==> src/rtl/core/hts_pkg.sv <==
// Shared types, constants and codes for the hit timing statistics block.
package hts_pkg;

  localparam int DEF_WINDOW     = 16;
  localparam int DEF_COUNT_BITS = 24;

  localparam int DEV_W   = 20;
  localparam int CFG_W   = 16;
  localparam int CFG_IDX_W = 2;
  localparam int CNT_W   = 24;
  localparam int SCORE_W = 14;

  localparam logic [CFG_IDX_W-1:0] REG_PERFECT_WINDOW = 2'd0;
  localparam logic [CFG_IDX_W-1:0] REG_MISS_LIMIT     = 2'd1;

  localparam logic [CFG_W-1:0] PERFECT_WINDOW_RST = 16'd1000;
  localparam logic [CFG_W-1:0] MISS_LIMIT_RST     = 16'd4000;

  localparam logic [1:0] CLS_PERFECT = 2'd0;
  localparam logic [1:0] CLS_EARLY   = 2'd1;
  localparam logic [1:0] CLS_LATE    = 2'd2;
  localparam logic [1:0] CLS_NONE    = 2'd3;

  localparam logic [2:0] RANK_SP = 3'd0;
  localparam logic [2:0] RANK_S  = 3'd1;
  localparam logic [2:0] RANK_A  = 3'd2;
  localparam logic [2:0] RANK_B  = 3'd3;
  localparam logic [2:0] RANK_C  = 3'd4;
  localparam logic [2:0] RANK_D  = 3'd5;

  localparam int ACC_SCALE = 5000;
  localparam int THR_SP = 9800;
  localparam int THR_S  = 9500;
  localparam int THR_A  = 9000;
  localparam int THR_B  = 8000;
  localparam int THR_C  = 7000;
  localparam int STAB_FULL = 10000;

  typedef struct packed {
    logic                    req_type;
    logic signed [DEV_W-1:0] deviation;
  } in_item_t;

  typedef struct packed {
    logic [1:0]              hit_class;
    logic                    is_miss;
    logic [CNT_W-1:0]        total_count;
    logic [CNT_W-1:0]        perfect_count;
    logic [CNT_W-1:0]        early_count;
    logic [CNT_W-1:0]        late_count;
    logic [CNT_W-1:0]        miss_count;
    logic [SCORE_W-1:0]      accuracy;
    logic [2:0]              rank_code;
    logic signed [DEV_W-1:0] window_mean;
    logic [SCORE_W-1:0]      stability;
  } out_item_t;

  typedef struct packed {
    logic [CFG_W-1:0] perfect_window;
    logic [CFG_W-1:0] miss_limit;
  } cfg_t;

  // Classified transaction handed from front to back.
  typedef struct packed {
    logic                    clr;
    logic signed [DEV_W-1:0] dev;
    logic [DEV_W-1:0]        mag;
    logic [1:0]              hit_class;
    logic                    is_miss;
  } hts_entry_t;

endpackage

==> src/rtl/core/hit_timing_statistics.sv <==
// Top level of the hit timing statistics block.
//
//  channel | signals                         | direction | transaction
//  --------+---------------------------------+-----------+-----------------------------
//  in      | in_valid/in_ready, in_data      | in        | one hit or clear request
//  out     | out_valid/out_ready, out_data   | out       | statistics after the request
//  cfg     | cfg_valid/cfg_ready, cfg_index, | in        | register write, index 0
//          | cfg_data                        |           | perfect_window, 1 miss_limit
//
//  Each hit runs the back-end sequencer, whose time is set mostly by the shared
//  iterative divider, run up to three times. A clear request skips the window
//  update and the mean/stability.
//  Reset (rst_n low, synchronous) zeroes counters and window and restores the
//  register defaults 1000 and 4000; the ring RAM is not cleared.
//  The front queue takes two requests while the back end works; a stalled result
//  stays in the output register, and the back end holds its next result until it
//  is taken. cfg_ready is always high; writes to unknown indexes are dropped.
module hit_timing_statistics import hts_pkg::*; #(
  parameter int WINDOW     = DEF_WINDOW,
  parameter int COUNT_BITS = DEF_COUNT_BITS
) (
  input  logic                 clk,
  input  logic                 rst_n,
  input  logic                 in_valid,
  output logic                 in_ready,
  input  in_item_t             in_data,
  output logic                 out_valid,
  input  logic                 out_ready,
  output out_item_t            out_data,
  input  logic                 cfg_valid,
  output logic                 cfg_ready,
  input  logic [CFG_IDX_W-1:0] cfg_index,
  input  logic [CFG_W-1:0]     cfg_data
);

  cfg_t       cfg_r;
  logic       q_valid, q_pop;
  hts_entry_t q_entry;

  assign cfg_ready = 1'b1;

  // Config registers; a write lands on every accepted cfg transaction to a known index.
  always_ff @(posedge clk) begin
    if (!rst_n) begin
      cfg_r.perfect_window <= PERFECT_WINDOW_RST;
      cfg_r.miss_limit     <= MISS_LIMIT_RST;
    end else if (cfg_valid) begin
      case (cfg_index)
        REG_PERFECT_WINDOW: cfg_r.perfect_window <= cfg_data;
        REG_MISS_LIMIT:     cfg_r.miss_limit     <= cfg_data;
        default: ;
      endcase
    end
  end

  hts_front u_front (
    .clk      (clk),
    .rst_n    (rst_n),
    .cfg      (cfg_r),
    .in_valid (in_valid),
    .in_ready (in_ready),
    .in_data  (in_data),
    .q_valid  (q_valid),
    .q_entry  (q_entry),
    .q_pop    (q_pop)
  );

  hts_back #(.WINDOW(WINDOW), .COUNT_BITS(COUNT_BITS)) u_back (
    .clk       (clk),
    .rst_n     (rst_n),
    .q_valid   (q_valid),
    .q_entry   (q_entry),
    .q_pop     (q_pop),
    .out_valid (out_valid),
    .out_ready (out_ready),
    .out_data  (out_data)
  );

endmodule

==> src/rtl/core/hts_ram.sv <==
// Generic single-port-write, registered-read RAM.
module hts_ram import hts_pkg::*; #(
  parameter int WIDTH = DEV_W,
  parameter int DEPTH = DEF_WINDOW,
  localparam int AW = (DEPTH > 1) ? $clog2(DEPTH) : 1
) (
  input  logic             clk,
  input  logic             we,
  input  logic [AW-1:0]    waddr,
  input  logic [WIDTH-1:0] wdata,
  input  logic [AW-1:0]    raddr,
  output logic [WIDTH-1:0] rdata
);

  logic [WIDTH-1:0] mem [DEPTH];

  always_ff @(posedge clk) begin
    if (we) begin
      mem[waddr] <= wdata;
    end
    rdata <= mem[raddr];
  end

endmodule

==> src/rtl/core/hts_div.sv <==
// Iterative restoring divider, one quotient bit per cycle.
module hts_div import hts_pkg::*; #(
  parameter int DW = 40,
  parameter int VW = 24
) (
  input  logic          clk,
  input  logic          rst_n,
  input  logic          start,
  input  logic [DW-1:0] dvd,
  input  logic [VW-1:0] dvs,
  output logic          done,
  output logic [DW-1:0] quo,
  output logic [VW-1:0] rem
);

  localparam int CW = $clog2(DW + 1);

  logic [DW-1:0] dvd_r;
  logic [VW-1:0] dvs_r;
  logic [VW-1:0] rem_r;
  logic [CW-1:0] cnt_r;
  logic          busy_r;
  logic          done_r;
  logic [VW:0]   rem_sh;
  logic          fits;

  assign rem_sh = {rem_r, dvd_r[DW-1]};
  assign fits   = rem_sh >= {1'b0, dvs_r};

  always_ff @(posedge clk) begin
    if (!rst_n) begin
      busy_r <= 1'b0;
      done_r <= 1'b0;
      cnt_r  <= '0;
    end else begin
      done_r <= 1'b0;
      if (start) begin
        busy_r <= 1'b1;
        cnt_r  <= CW'(DW);
      end else if (busy_r) begin
        cnt_r <= cnt_r - 1'b1;
        if (cnt_r == CW'(1)) begin
          busy_r <= 1'b0;
          done_r <= 1'b1;
        end
      end
    end
  end

  always_ff @(posedge clk) begin
    if (start) begin
      dvd_r <= dvd;
      dvs_r <= dvs;
      rem_r <= '0;
    end else if (busy_r) begin
      rem_r <= fits ? VW'(rem_sh - {1'b0, dvs_r}) : VW'(rem_sh);
      dvd_r <= {dvd_r[DW-2:0], fits};
    end
  end

  assign done = done_r;
  assign quo  = dvd_r;
  assign rem  = rem_r;

endmodule

==> src/rtl/core/hts_isqrt.sv <==
// Iterative integer square root, two operand bits per cycle.
module hts_isqrt import hts_pkg::*; #(
  parameter int OW = 49,
  localparam int RW = (OW + 1) / 2
) (
  input  logic          clk,
  input  logic          rst_n,
  input  logic          start,
  input  logic [OW-1:0] op,
  output logic          done,
  output logic [RW-1:0] root
);

  localparam int CW = $clog2(RW + 1);

  logic [2*RW-1:0] op_r;
  logic [RW-1:0]   root_r;
  logic [RW+1:0]   rem_r;
  logic [CW-1:0]   cnt_r;
  logic            busy_r;
  logic            done_r;
  logic [RW+3:0]   rem_sh;
  logic [RW+3:0]   trial;
  logic            fits;

  assign rem_sh = {rem_r, op_r[2*RW-1 -: 2]};
  assign trial  = {(RW+2)'(root_r), 2'b01};
  assign fits   = rem_sh >= trial;

  always_ff @(posedge clk) begin
    if (!rst_n) begin
      busy_r <= 1'b0;
      done_r <= 1'b0;
      cnt_r  <= '0;
    end else begin
      done_r <= 1'b0;
      if (start) begin
        busy_r <= 1'b1;
        cnt_r  <= CW'(RW);
      end else if (busy_r) begin
        cnt_r <= cnt_r - 1'b1;
        if (cnt_r == CW'(1)) begin
          busy_r <= 1'b0;
          done_r <= 1'b1;
        end
      end
    end
  end

  always_ff @(posedge clk) begin
    if (start) begin
      op_r   <= (2*RW)'(op);
      root_r <= '0;
      rem_r  <= '0;
    end else if (busy_r) begin
      op_r   <= op_r << 2;
      rem_r  <= fits ? (RW+2)'(rem_sh - trial) : (RW+2)'(rem_sh);
      root_r <= RW'({root_r, fits});
    end
  end

  assign done = done_r;
  assign root = root_r;

endmodule

==> src/rtl/core/hts_front.sv <==
// Front end: accepts transactions, classifies hits, two-entry queue to the back end.
module hts_front import hts_pkg::*; (
  input  logic       clk,
  input  logic       rst_n,
  input  cfg_t       cfg,
  input  logic       in_valid,
  output logic       in_ready,
  input  in_item_t   in_data,
  output logic       q_valid,
  output hts_entry_t q_entry,
  input  logic       q_pop
);

  hts_entry_t q_r [2];
  logic       wp_r, rp_r;
  logic [1:0] cnt_r;
  hts_entry_t ent;
  logic       push;

  always_comb begin
    ent.clr       = in_data.req_type;
    ent.dev       = in_data.deviation;
    ent.mag       = in_data.deviation[DEV_W-1] ? (~in_data.deviation + 1'b1)
                                               : in_data.deviation;
    ent.is_miss   = 1'b0;
    ent.hit_class = CLS_NONE;
    if (!in_data.req_type) begin
      ent.is_miss = ent.mag >= DEV_W'(cfg.miss_limit);
      if (ent.mag < DEV_W'(cfg.perfect_window)) begin
        ent.hit_class = CLS_PERFECT;
      end else if (in_data.deviation[DEV_W-1]) begin
        ent.hit_class = CLS_EARLY;
      end else begin
        ent.hit_class = CLS_LATE;
      end
    end
  end

  assign in_ready = cnt_r != 2'd2;
  assign push     = in_valid && in_ready;
  assign q_valid  = cnt_r != 2'd0;
  assign q_entry  = q_r[rp_r];

  always_ff @(posedge clk) begin
    if (!rst_n) begin
      wp_r  <= 1'b0;
      rp_r  <= 1'b0;
      cnt_r <= 2'd0;
    end else begin
      if (push) begin
        wp_r <= ~wp_r;
      end
      if (q_pop) begin
        rp_r <= ~rp_r;
      end
      cnt_r <= cnt_r + {1'b0, push} - {1'b0, q_pop};
    end
  end

  always_ff @(posedge clk) begin
    if (push) begin
      q_r[wp_r] <= ent;
    end
  end

endmodule

==> src/rtl/core/hts_back.sv <==
// Back end: statistics update, window ring, accuracy/mean/stability sequencer.
module hts_back import hts_pkg::*; #(
  parameter int WINDOW     = DEF_WINDOW,
  parameter int COUNT_BITS = DEF_COUNT_BITS
) (
  input  logic       clk,
  input  logic       rst_n,
  input  logic       q_valid,
  input  hts_entry_t q_entry,
  output logic       q_pop,
  output logic       out_valid,
  input  logic       out_ready,
  output out_item_t  out_data
);

  localparam int CB    = COUNT_BITS;
  localparam int HW    = (WINDOW > 1) ? $clog2(WINDOW) : 1;
  localparam int NW    = $clog2(WINDOW + 1);
  localparam int SUM_W = DEV_W + NW;
  localparam int SQ_W  = 2*DEV_W - 1 + NW;
  localparam int SP_W  = SQ_W + NW;
  localparam int RT_W  = (SP_W + 1) / 2;
  localparam int PR_W  = 2*SUM_W;
  localparam int NUM_W = CB + 3;
  localparam int SC_W  = CB + 16;
  localparam int DV_A  = (SC_W > SUM_W) ? SC_W : SUM_W;
  localparam int DV_W  = (DV_A > RT_W) ? DV_A : RT_W;
  localparam int VR_W  = (CB > NW) ? CB : NW;
  localparam int KW    = $clog2(NW + 1);

  localparam logic [3:0] S_IDLE   = 4'd0;
  localparam logic [3:0] S_EVICT  = 4'd1;
  localparam logic [3:0] S_NEW    = 4'd2;
  localparam logic [3:0] S_ADDSQ  = 4'd3;
  localparam logic [3:0] S_STATS  = 4'd4;
  localparam logic [3:0] S_ACC    = 4'd5;
  localparam logic [3:0] S_ACCW   = 4'd6;
  localparam logic [3:0] S_MEAN   = 4'd7;
  localparam logic [3:0] S_MEANW  = 4'd8;
  localparam logic [3:0] S_SQ     = 4'd9;
  localparam logic [3:0] S_NSQ    = 4'd10;
  localparam logic [3:0] S_SQRT   = 4'd11;
  localparam logic [3:0] S_SQRTW  = 4'd12;
  localparam logic [3:0] S_SDW    = 4'd13;
  localparam logic [3:0] S_DONE   = 4'd14;

  logic [3:0]              state_r;
  hts_entry_t              it_r;
  logic [CB-1:0]           tot_r, per_r, ear_r, lat_r, mis_r;
  logic [HW-1:0]           head_r;
  logic [NW-1:0]           fill_r;
  logic signed [SUM_W-1:0] sum_r;
  logic [SQ_W-1:0]         sq_r;
  logic [PR_W-1:0]         prod_r;
  logic [SP_W-1:0]         nsq_r;
  logic [KW-1:0]           kc_r;
  logic signed [NUM_W-1:0] num_r;
  logic [SCORE_W-1:0]      acc_r;
  logic [2:0]              rank_r;
  logic [DEV_W-1:0]        mean_r;
  logic [SCORE_W-1:0]      stab_r;
  logic                    out_valid_r;
  out_item_t               out_r;

  logic [DEV_W-1:0]        ram_rdata;
  logic                    full;
  logic signed [DEV_W-1:0] old_dev;
  logic [DEV_W-1:0]        old_mag;
  logic [SUM_W-1:0]        sum_mag;
  logic [SUM_W-1:0]        mul_a;
  logic [SC_W-1:0]         scaled;
  logic [PR_W-1:0]         spread_w;
  logic [SP_W-1:0]         nsq_add;

  logic                    div_start, div_done;
  logic [DV_W-1:0]         div_dvd, div_quo;
  logic [VR_W-1:0]         div_dvs, div_rem;
  logic                    sqrt_start, sqrt_done;
  logic [RT_W-1:0]         root;
  logic                    rem_nz;

  function automatic logic [CB-1:0] sat_inc(input logic [CB-1:0] c);
    return (&c) ? c : c + 1'b1;
  endfunction

  function automatic logic rank_gt(input logic [DV_W-1:0] q, input logic nz, input int k);
    return (q > DV_W'(k)) || ((q == DV_W'(k)) && nz);
  endfunction

  assign full    = fill_r == NW'(WINDOW);
  assign old_dev = $signed(ram_rdata);
  assign old_mag = old_dev[DEV_W-1] ? (~ram_rdata + 1'b1) : ram_rdata;
  assign sum_mag = sum_r[SUM_W-1] ? SUM_W'(-sum_r) : SUM_W'(sum_r);
  assign scaled  = SC_W'(num_r) * SC_W'(ACC_SCALE);
  assign rem_nz  = div_rem != '0;
  assign nsq_add = ((fill_r >> kc_r) & NW'(1)) != '0 ? (SP_W'(sq_r) << kc_r) : '0;
  assign spread_w = (PR_W'(nsq_r) >= prod_r) ? PR_W'(nsq_r) - prod_r : '0;

  always_comb begin
    case (state_r)
      S_EVICT: mul_a = SUM_W'(old_mag);
      S_NEW:   mul_a = SUM_W'(it_r.mag);
      default: mul_a = sum_mag;
    endcase
  end

  // Shared divider: accuracy, window mean, then standard deviation.
  always_comb begin
    div_start = 1'b0;
    div_dvd   = DV_W'(sum_mag);
    div_dvs   = VR_W'(fill_r);
    case (state_r)
      S_ACC: begin
        div_start = (tot_r != '0) && (num_r > 0);
        div_dvd   = DV_W'(scaled);
        div_dvs   = VR_W'(tot_r);
      end
      S_MEAN:  div_start = fill_r != '0;
      S_SQRTW: begin
        div_start = sqrt_done;
        div_dvd   = DV_W'(root);
      end
      default: div_start = 1'b0;
    endcase
  end

  assign sqrt_start = state_r == S_SQRT;
  assign q_pop      = (state_r == S_IDLE) && q_valid;

  hts_ram #(.WIDTH(DEV_W), .DEPTH(WINDOW)) u_ring (
    .clk   (clk),
    .we    (state_r == S_NEW),
    .waddr (head_r),
    .wdata (it_r.dev),
    .raddr (head_r),
    .rdata (ram_rdata)
  );

  hts_div #(.DW(DV_W), .VW(VR_W)) u_div (
    .clk   (clk),
    .rst_n (rst_n),
    .start (div_start),
    .dvd   (div_dvd),
    .dvs   (div_dvs),
    .done  (div_done),
    .quo   (div_quo),
    .rem   (div_rem)
  );

  hts_isqrt #(.OW(SP_W)) u_sqrt (
    .clk   (clk),
    .rst_n (rst_n),
    .start (sqrt_start),
    .op    (SP_W'(spread_w)),
    .done  (sqrt_done),
    .root  (root)
  );

  always_ff @(posedge clk) begin
    if (!rst_n) begin
      state_r     <= S_IDLE;
      tot_r       <= '0;
      per_r       <= '0;
      ear_r       <= '0;
      lat_r       <= '0;
      mis_r       <= '0;
      head_r      <= '0;
      fill_r      <= '0;
      sum_r       <= '0;
      sq_r        <= '0;
      out_valid_r <= 1'b0;
    end else begin
      if (state_r == S_DONE && (!out_valid_r || out_ready)) begin
        out_valid_r <= 1'b1;
      end else if (out_ready) begin
        out_valid_r <= 1'b0;
      end
      case (state_r)
        S_IDLE: begin
          if (q_valid) begin
            if (q_entry.clr) begin
              tot_r   <= '0;
              per_r   <= '0;
              ear_r   <= '0;
              lat_r   <= '0;
              mis_r   <= '0;
              head_r  <= '0;
              fill_r  <= '0;
              sum_r   <= '0;
              sq_r    <= '0;
              state_r <= S_STATS;
            end else begin
              tot_r <= sat_inc(tot_r);
              if (q_entry.hit_class == CLS_PERFECT) per_r <= sat_inc(per_r);
              if (q_entry.hit_class == CLS_EARLY)   ear_r <= sat_inc(ear_r);
              if (q_entry.hit_class == CLS_LATE)    lat_r <= sat_inc(lat_r);
              if (q_entry.is_miss)                  mis_r <= sat_inc(mis_r);
              state_r <= S_EVICT;
            end
          end
        end
        S_EVICT: begin
          if (full) begin
            sum_r <= sum_r - SUM_W'(old_dev);
          end
          state_r <= S_NEW;
        end
        S_NEW: begin
          if (full) begin
            sq_r <= sq_r - SQ_W'(prod_r);
          end else begin
            fill_r <= fill_r + 1'b1;
          end
          sum_r   <= sum_r + SUM_W'(it_r.dev);
          head_r  <= (head_r == HW'(WINDOW - 1)) ? '0 : head_r + 1'b1;
          state_r <= S_ADDSQ;
        end
        S_ADDSQ: begin
          sq_r    <= sq_r + SQ_W'(prod_r);
          state_r <= S_STATS;
        end
        S_STATS: state_r <= S_ACC;
        S_ACC:   state_r <= div_start ? S_ACCW : S_MEAN;
        S_ACCW:  if (div_done) state_r <= S_MEAN;
        S_MEAN:  state_r <= div_start ? S_MEANW : S_DONE;
        S_MEANW: if (div_done) state_r <= S_SQ;
        S_SQ:    state_r <= S_NSQ;
        S_NSQ:   if (kc_r == KW'(NW - 1)) state_r <= S_SQRT;
        S_SQRT:  state_r <= S_SQRTW;
        S_SQRTW: if (sqrt_done) state_r <= S_SDW;
        S_SDW:   if (div_done) state_r <= S_DONE;
        S_DONE: begin
          if (!out_valid_r || out_ready) begin
            state_r <= S_IDLE;
          end
        end
        default: state_r <= S_IDLE;
      endcase
    end
  end

  // Datapath registers, no reset needed.
  always_ff @(posedge clk) begin
    if (q_pop) begin
      it_r <= q_entry;
    end
    if (state_r == S_EVICT || state_r == S_NEW || state_r == S_SQ) begin
      prod_r <= mul_a * mul_a;
    end
    if (state_r == S_STATS) begin
      num_r  <= NUM_W'({1'b0, per_r, 1'b0}) + NUM_W'({1'b0, ear_r})
              + NUM_W'({1'b0, lat_r}) - NUM_W'({1'b0, mis_r});
      acc_r  <= '0;
      rank_r <= RANK_D;
      mean_r <= '0;
      stab_r <= '0;
    end
    if (state_r == S_ACCW && div_done) begin
      acc_r <= SCORE_W'(div_quo);
      if (rank_gt(div_quo, rem_nz, THR_SP))      rank_r <= RANK_SP;
      else if (rank_gt(div_quo, rem_nz, THR_S))  rank_r <= RANK_S;
      else if (rank_gt(div_quo, rem_nz, THR_A))  rank_r <= RANK_A;
      else if (rank_gt(div_quo, rem_nz, THR_B))  rank_r <= RANK_B;
      else if (rank_gt(div_quo, rem_nz, THR_C))  rank_r <= RANK_C;
      else                                       rank_r <= RANK_D;
    end
    if (state_r == S_MEANW && div_done) begin
      mean_r <= sum_r[SUM_W-1] ? DEV_W'(-div_quo) : DEV_W'(div_quo);
    end
    if (state_r == S_SQ) begin
      nsq_r <= '0;
      kc_r  <= '0;
    end
    if (state_r == S_NSQ) begin
      nsq_r <= nsq_r + nsq_add;
      kc_r  <= kc_r + 1'b1;
    end
    if (state_r == S_SDW && div_done) begin
      stab_r <= (div_quo >= DV_W'(STAB_FULL / 2)) ? '0
              : SCORE_W'(STAB_FULL) - SCORE_W'({div_quo, 1'b0});
    end
    if (state_r == S_DONE && (!out_valid_r || out_ready)) begin
      out_r.hit_class     <= it_r.clr ? CLS_NONE : it_r.hit_class;
      out_r.is_miss       <= !it_r.clr && it_r.is_miss;
      out_r.total_count   <= CNT_W'(tot_r);
      out_r.perfect_count <= CNT_W'(per_r);
      out_r.early_count   <= CNT_W'(ear_r);
      out_r.late_count    <= CNT_W'(lat_r);
      out_r.miss_count    <= CNT_W'(mis_r);
      out_r.accuracy      <= acc_r;
      out_r.rank_code     <= rank_r;
      out_r.window_mean   <= mean_r;
      out_r.stability     <= stab_r;
    end
  end

  assign out_valid = out_valid_r;
  assign out_data  = out_r;

endmodule

==> config.mk <==
export PLATFORM = sky130hd
export DESIGN_NAME = hit_timing_statistics
export DESIGN_NICKNAME = d
export VERILOG_FILES = /design/src/rtl/core/hts_pkg.sv /design/src/rtl/core/hit_timing_statistics.sv /design/src/rtl/core/hts_ram.sv /design/src/rtl/core/hts_div.sv /design/src/rtl/core/hts_isqrt.sv /design/src/rtl/core/hts_front.sv /design/src/rtl/core/hts_back.sv
export SDC_FILE = /design/constraint.sdc
export NUM_CORES = 2
export LEC_CHECK = 0
export BUFFER_PORTS_ARGS = -buffer_cell sky130_fd_sc_hd__buf_4
export CAP_MARGIN = 10
export CELL_PAD_IN_SITES_DETAIL_PLACEMENT = 1
export CELL_PAD_IN_SITES_GLOBAL_PLACEMENT = 2
export CORE_MARGIN = 10
export CORE_UTILIZATION = 39
export DETAILED_ROUTE_END_ITERATION = 12
export GPL_TIMING_DRIVEN = 0
export PLACE_DENSITY = 0.75
export REMOVE_ABC_BUFFERS = 1
export SYNTH_ARGS = -nofsm -noshare
export SYNTH_HDL_FRONTEND = slang
export SYNTH_SLANG_ARGS = --single-unit
export TNS_END_PERCENT = 20
==> constraint.sdc <==
create_clock -name clk -period 15.6 [get_ports clk]
set_clock_uncertainty 0.05 [all_clocks]
set_input_delay 2.34 -clock clk [delete_from_list [all_inputs] [get_ports clk]]
set_output_delay 2.34 -clock clk [all_outputs]
set_load 0.01 [all_outputs]
==> flow_summary.json <==
{
  "p_clk_frac": 0.153,
  "synth-edff-count": 913,
  "cts.root.buffer_cell": "clkbuf_16",
  "synthFlopType": "edfxtp_1",
  "routed_via_density": 5.460,
  "report.final.slew_viol_count": 0,
  "grt_pass1_vias": 69870,
  "clk_pin_slew_worst_paths_ps": 60,
  "required_ps": 16120,
  "grt_max_degree": 73,
  "combPwrFrac": 0.645,
  "die_area_sq_mm": 0.2486,
  "wire_per_inst_um": 23.37,
  "peakVddDrop_v": 0.0003244,
  "crit_path_end_kind": "flip-flop",
  "antenna_found_initial": 10,
  "first_pass_iters": 7,
  "fmaxAchievable_ghz": 0.07902,
  "hold_viol": 0,
  "place_inst": 11600,
  "crit_start": "u_back.u_ring.rdata[2]$_DFF_P_",
  "place_hpwl_mm": 213.7,
  "place_congestion": 0.8762,
  "cts_max_level": 4,
  "layout_common_cells": "inv_1, edfxtp_1, nor2_1",
  "fin_cells": 11880,
  "worst-path-buf-inv": 5,
  "ios": 221,
  "power.density_mw_per_mm2": 236.6,
  "numPortBuffers": 218,
  "synth_top_area_share": 0.3069,
  "coreArea_sq_mm": 0.2277,
  "syn_inst": 8569,
  "period_minus_slack_ps": 12650,
  "finalCritPeriodShare": 0.8112,
  "syn_area_sq_mm": 0.08934,
  "p_sw_uw": 11680,
  "layout-drive-gt1-share": 0.09649,
  "synth_cell_types": 93,
  "critPathSlowestCell": "clkinv_1",
  "p_sw_frac": 0.4893,
  "totalWireLength_mm": 277.7,
  "p_int_uw": 12190,
  "insertion_delay_ps": 870,
  "min_from": "u_back.stab_r[12]$_SDFFCE_PP0P_",
  "syn_area_per_cell_sq_um": 10.43,
  "cts_hold_buf": 0,
  "post_cts_buffers": 0,
  "clock_sinks": 1265,
  "fin_tns_setup_ps": 0,
  "die_h_um": 498.6,
  "min_path_type": "reg -> reg",
  "rr_startpoint": "u_back.u_ring.rdata[2]$_DFF_P_",
  "syn2layout_area_growth_pct": 12.89,
  "drc": 0,
  "final_common_cell": "inv_1",
  "nNetsFinal": 10020,
  "vias": 64880,
  "ys_ff_latch": 1265,
  "tightest_slew_ps": 1277,
  "path_class": "reg -> reg",
  "max_stage_delay_ps": 1120,
  "setup_violations": 0,
  "crit_fanout": 18,
  "crit_family": "simple AND/OR/NAND/NOR gates",
  "grt_first_pass_wirelength_mm": 428.2,
  "place_ws_ps": 3169,
  "cts_tree": "done",
  "yosys.area.top_type": "edfxtp_1",
  "leakage_uw": 0.04167,
  "antenna_left": 0,
  "seq_area_frac_synth": 0.3858,
  "max-slew-margin-rel": 0.1487,
  "cts_buffers": 151,
  "cts_resized": 0,
  "power_frac_seq": 0.202,
  "cpMostUsedCell": "fa_1",
  "initial_core_util": 0.3923,
  "rows": 175,
  "grt_overflow": 0,
  "die_width_um": 498.6,
  "status": "finished clean",
  "setup_ws_ps": 2946,
  "async_flop_share": 0,
  "grt_use_total": 0.2199,
  "critPathArrivalTime_ps": 13170,
  "startpoint_type": "flip-flop",
  "clockBufferDepth": 3,
  "yosys-top-cells-area": "edfxtp_1, fa_1, ha_1",
  "ys_warn_count": 0,
  "cap_violations": 0,
  "fill_cells": 24990,
  "rsz0062_at_grt": "no",
  "drtIter0Drc": 3872
}
-- power groups by stage --
stage               sequential [uW]  clock, uW  combinational, uW
floorplan                      4650          0              10500
global placement               4960          0              15100
detailed placement             4900          0              15500
CTS                            4830       3730              15700
global route                   4870       3870              17200
finish                         4830       3640              15400
-- area by class of cell --
class                   count  area, sq um  area share
multi-input cells        5950        50100      0.4968
flip-flops and latches   1265        34480      0.3419
clock buffers             185         3986     0.03953
inverters                1057         3969     0.03935
well taps                3009         3765     0.03733
repair buffers            316         3346     0.03317
clock inverters            98         1196     0.01186
diodes                      3        7.507  0.00007444
-- Yosys cell counts (all sizes together), types with 72 or more instances --
library cell / instances
a21o: 180
xor2: 206
a22o: 72
and3: 82
o21ai: 329
mux4: 128
nor2b: 110
dfxtp: 352
inv: 1049
mux2i: 75
a21oi: 513
clkbuf: 268
edfxtp: 913
xnor2: 342
ha: 654
nand2: 643
nor3: 105
fa: 579
nor2: 771
nand3: 157
-- per-stage QoR --
step | cell area (sq um) | total power [uW] | util | hold WS, ps
after floorplan | 88190 | 15130 | - | 350.3
after global placement | 93590 | 20040 | 0.4110 | 356.4
after detailed placement | 95620 | 20400 | 0.4199 | 356.3
after CTS | 100800 | 24210 | 0.4427 | 358.6
after global routing | 100900 | 25980 | 0.4429 | 374.9
final | 100900 | 23860 | 0.4429 | 366.7
-- flip-flops by register name (all words and copies together), names as in the netlist, 20 cells and up, named ones only --
register	count
u_back.u_div.rem	24
u_back.tot_r	24
u_back.mean_r	20
u_back.nsq_r	49
u_back.it_r	43
u_back.prod_r	49
u_back.u_sqrt.rem_r	27
u_back.sum_r	25
u_back.u_div.quo	40
u_back.lat_r	24
u_back.per_r	24
u_back.out_data	173
u_back.mis_r	24
u_back.u_ring.rdata	20
u_back.ear_r	24
u_back.u_sqrt.root	25
u_back.u_sqrt.op_r	50
u_back.u_ring.mem	320
u_front.q_r	86
cfg_r	32
u_back.sq_r	44
u_back.u_div.dvs_r	24
u_back.num_r	27
-- path summary, 6_finish.rpt --
kind                                                       to  slack, ps  cells after the start
worst max-delay path              u_back.prod_r[49]$_DFFE_PP_       2950                     34
worst min-delay path            u_back.out_data[12]$_DFFE_PP_        370                      0
worst max register to register    u_back.prod_r[49]$_DFFE_PP_       2950                     34
worst min register to register  u_back.out_data[12]$_DFFE_PP_        370                      0
-- per-layer routing --
metal / GRT usage / share of wire / vias up / wire, um
met1: 0.2820 / 0.43 / 33120 / 119900
met3: 0.03626 / 0.046 / 356 / 12910
li1: - / - / 30080 / -
met4: 0.06408 / 0.031 / 8 / 8552
met2: 0.3813 / 0.49 / 1311 / 136200
met5: 0 / 0.00019 / - / 53
-- logic make-up (layout without fill, tap and decap cells) --
kind of cell | after synthesis | in the layout | synth area share
mux | 252 | 252 | 0.04685
compound gates | 1632 | 1632 | 0.1165
other cells | 2 | 24 | 0.00008406
xor+xnor | 548 | 548 | 0.05372
flops | 1265 | 1265 | 0.3858
simple gates | 2264 | 2264 | 0.1177
buf+inv | 1373 | 1656 | 0.05804
fa+ha+maj | 1233 | 1233 | 0.2213
No activity file was read; power rests on OpenSTA's default activity.
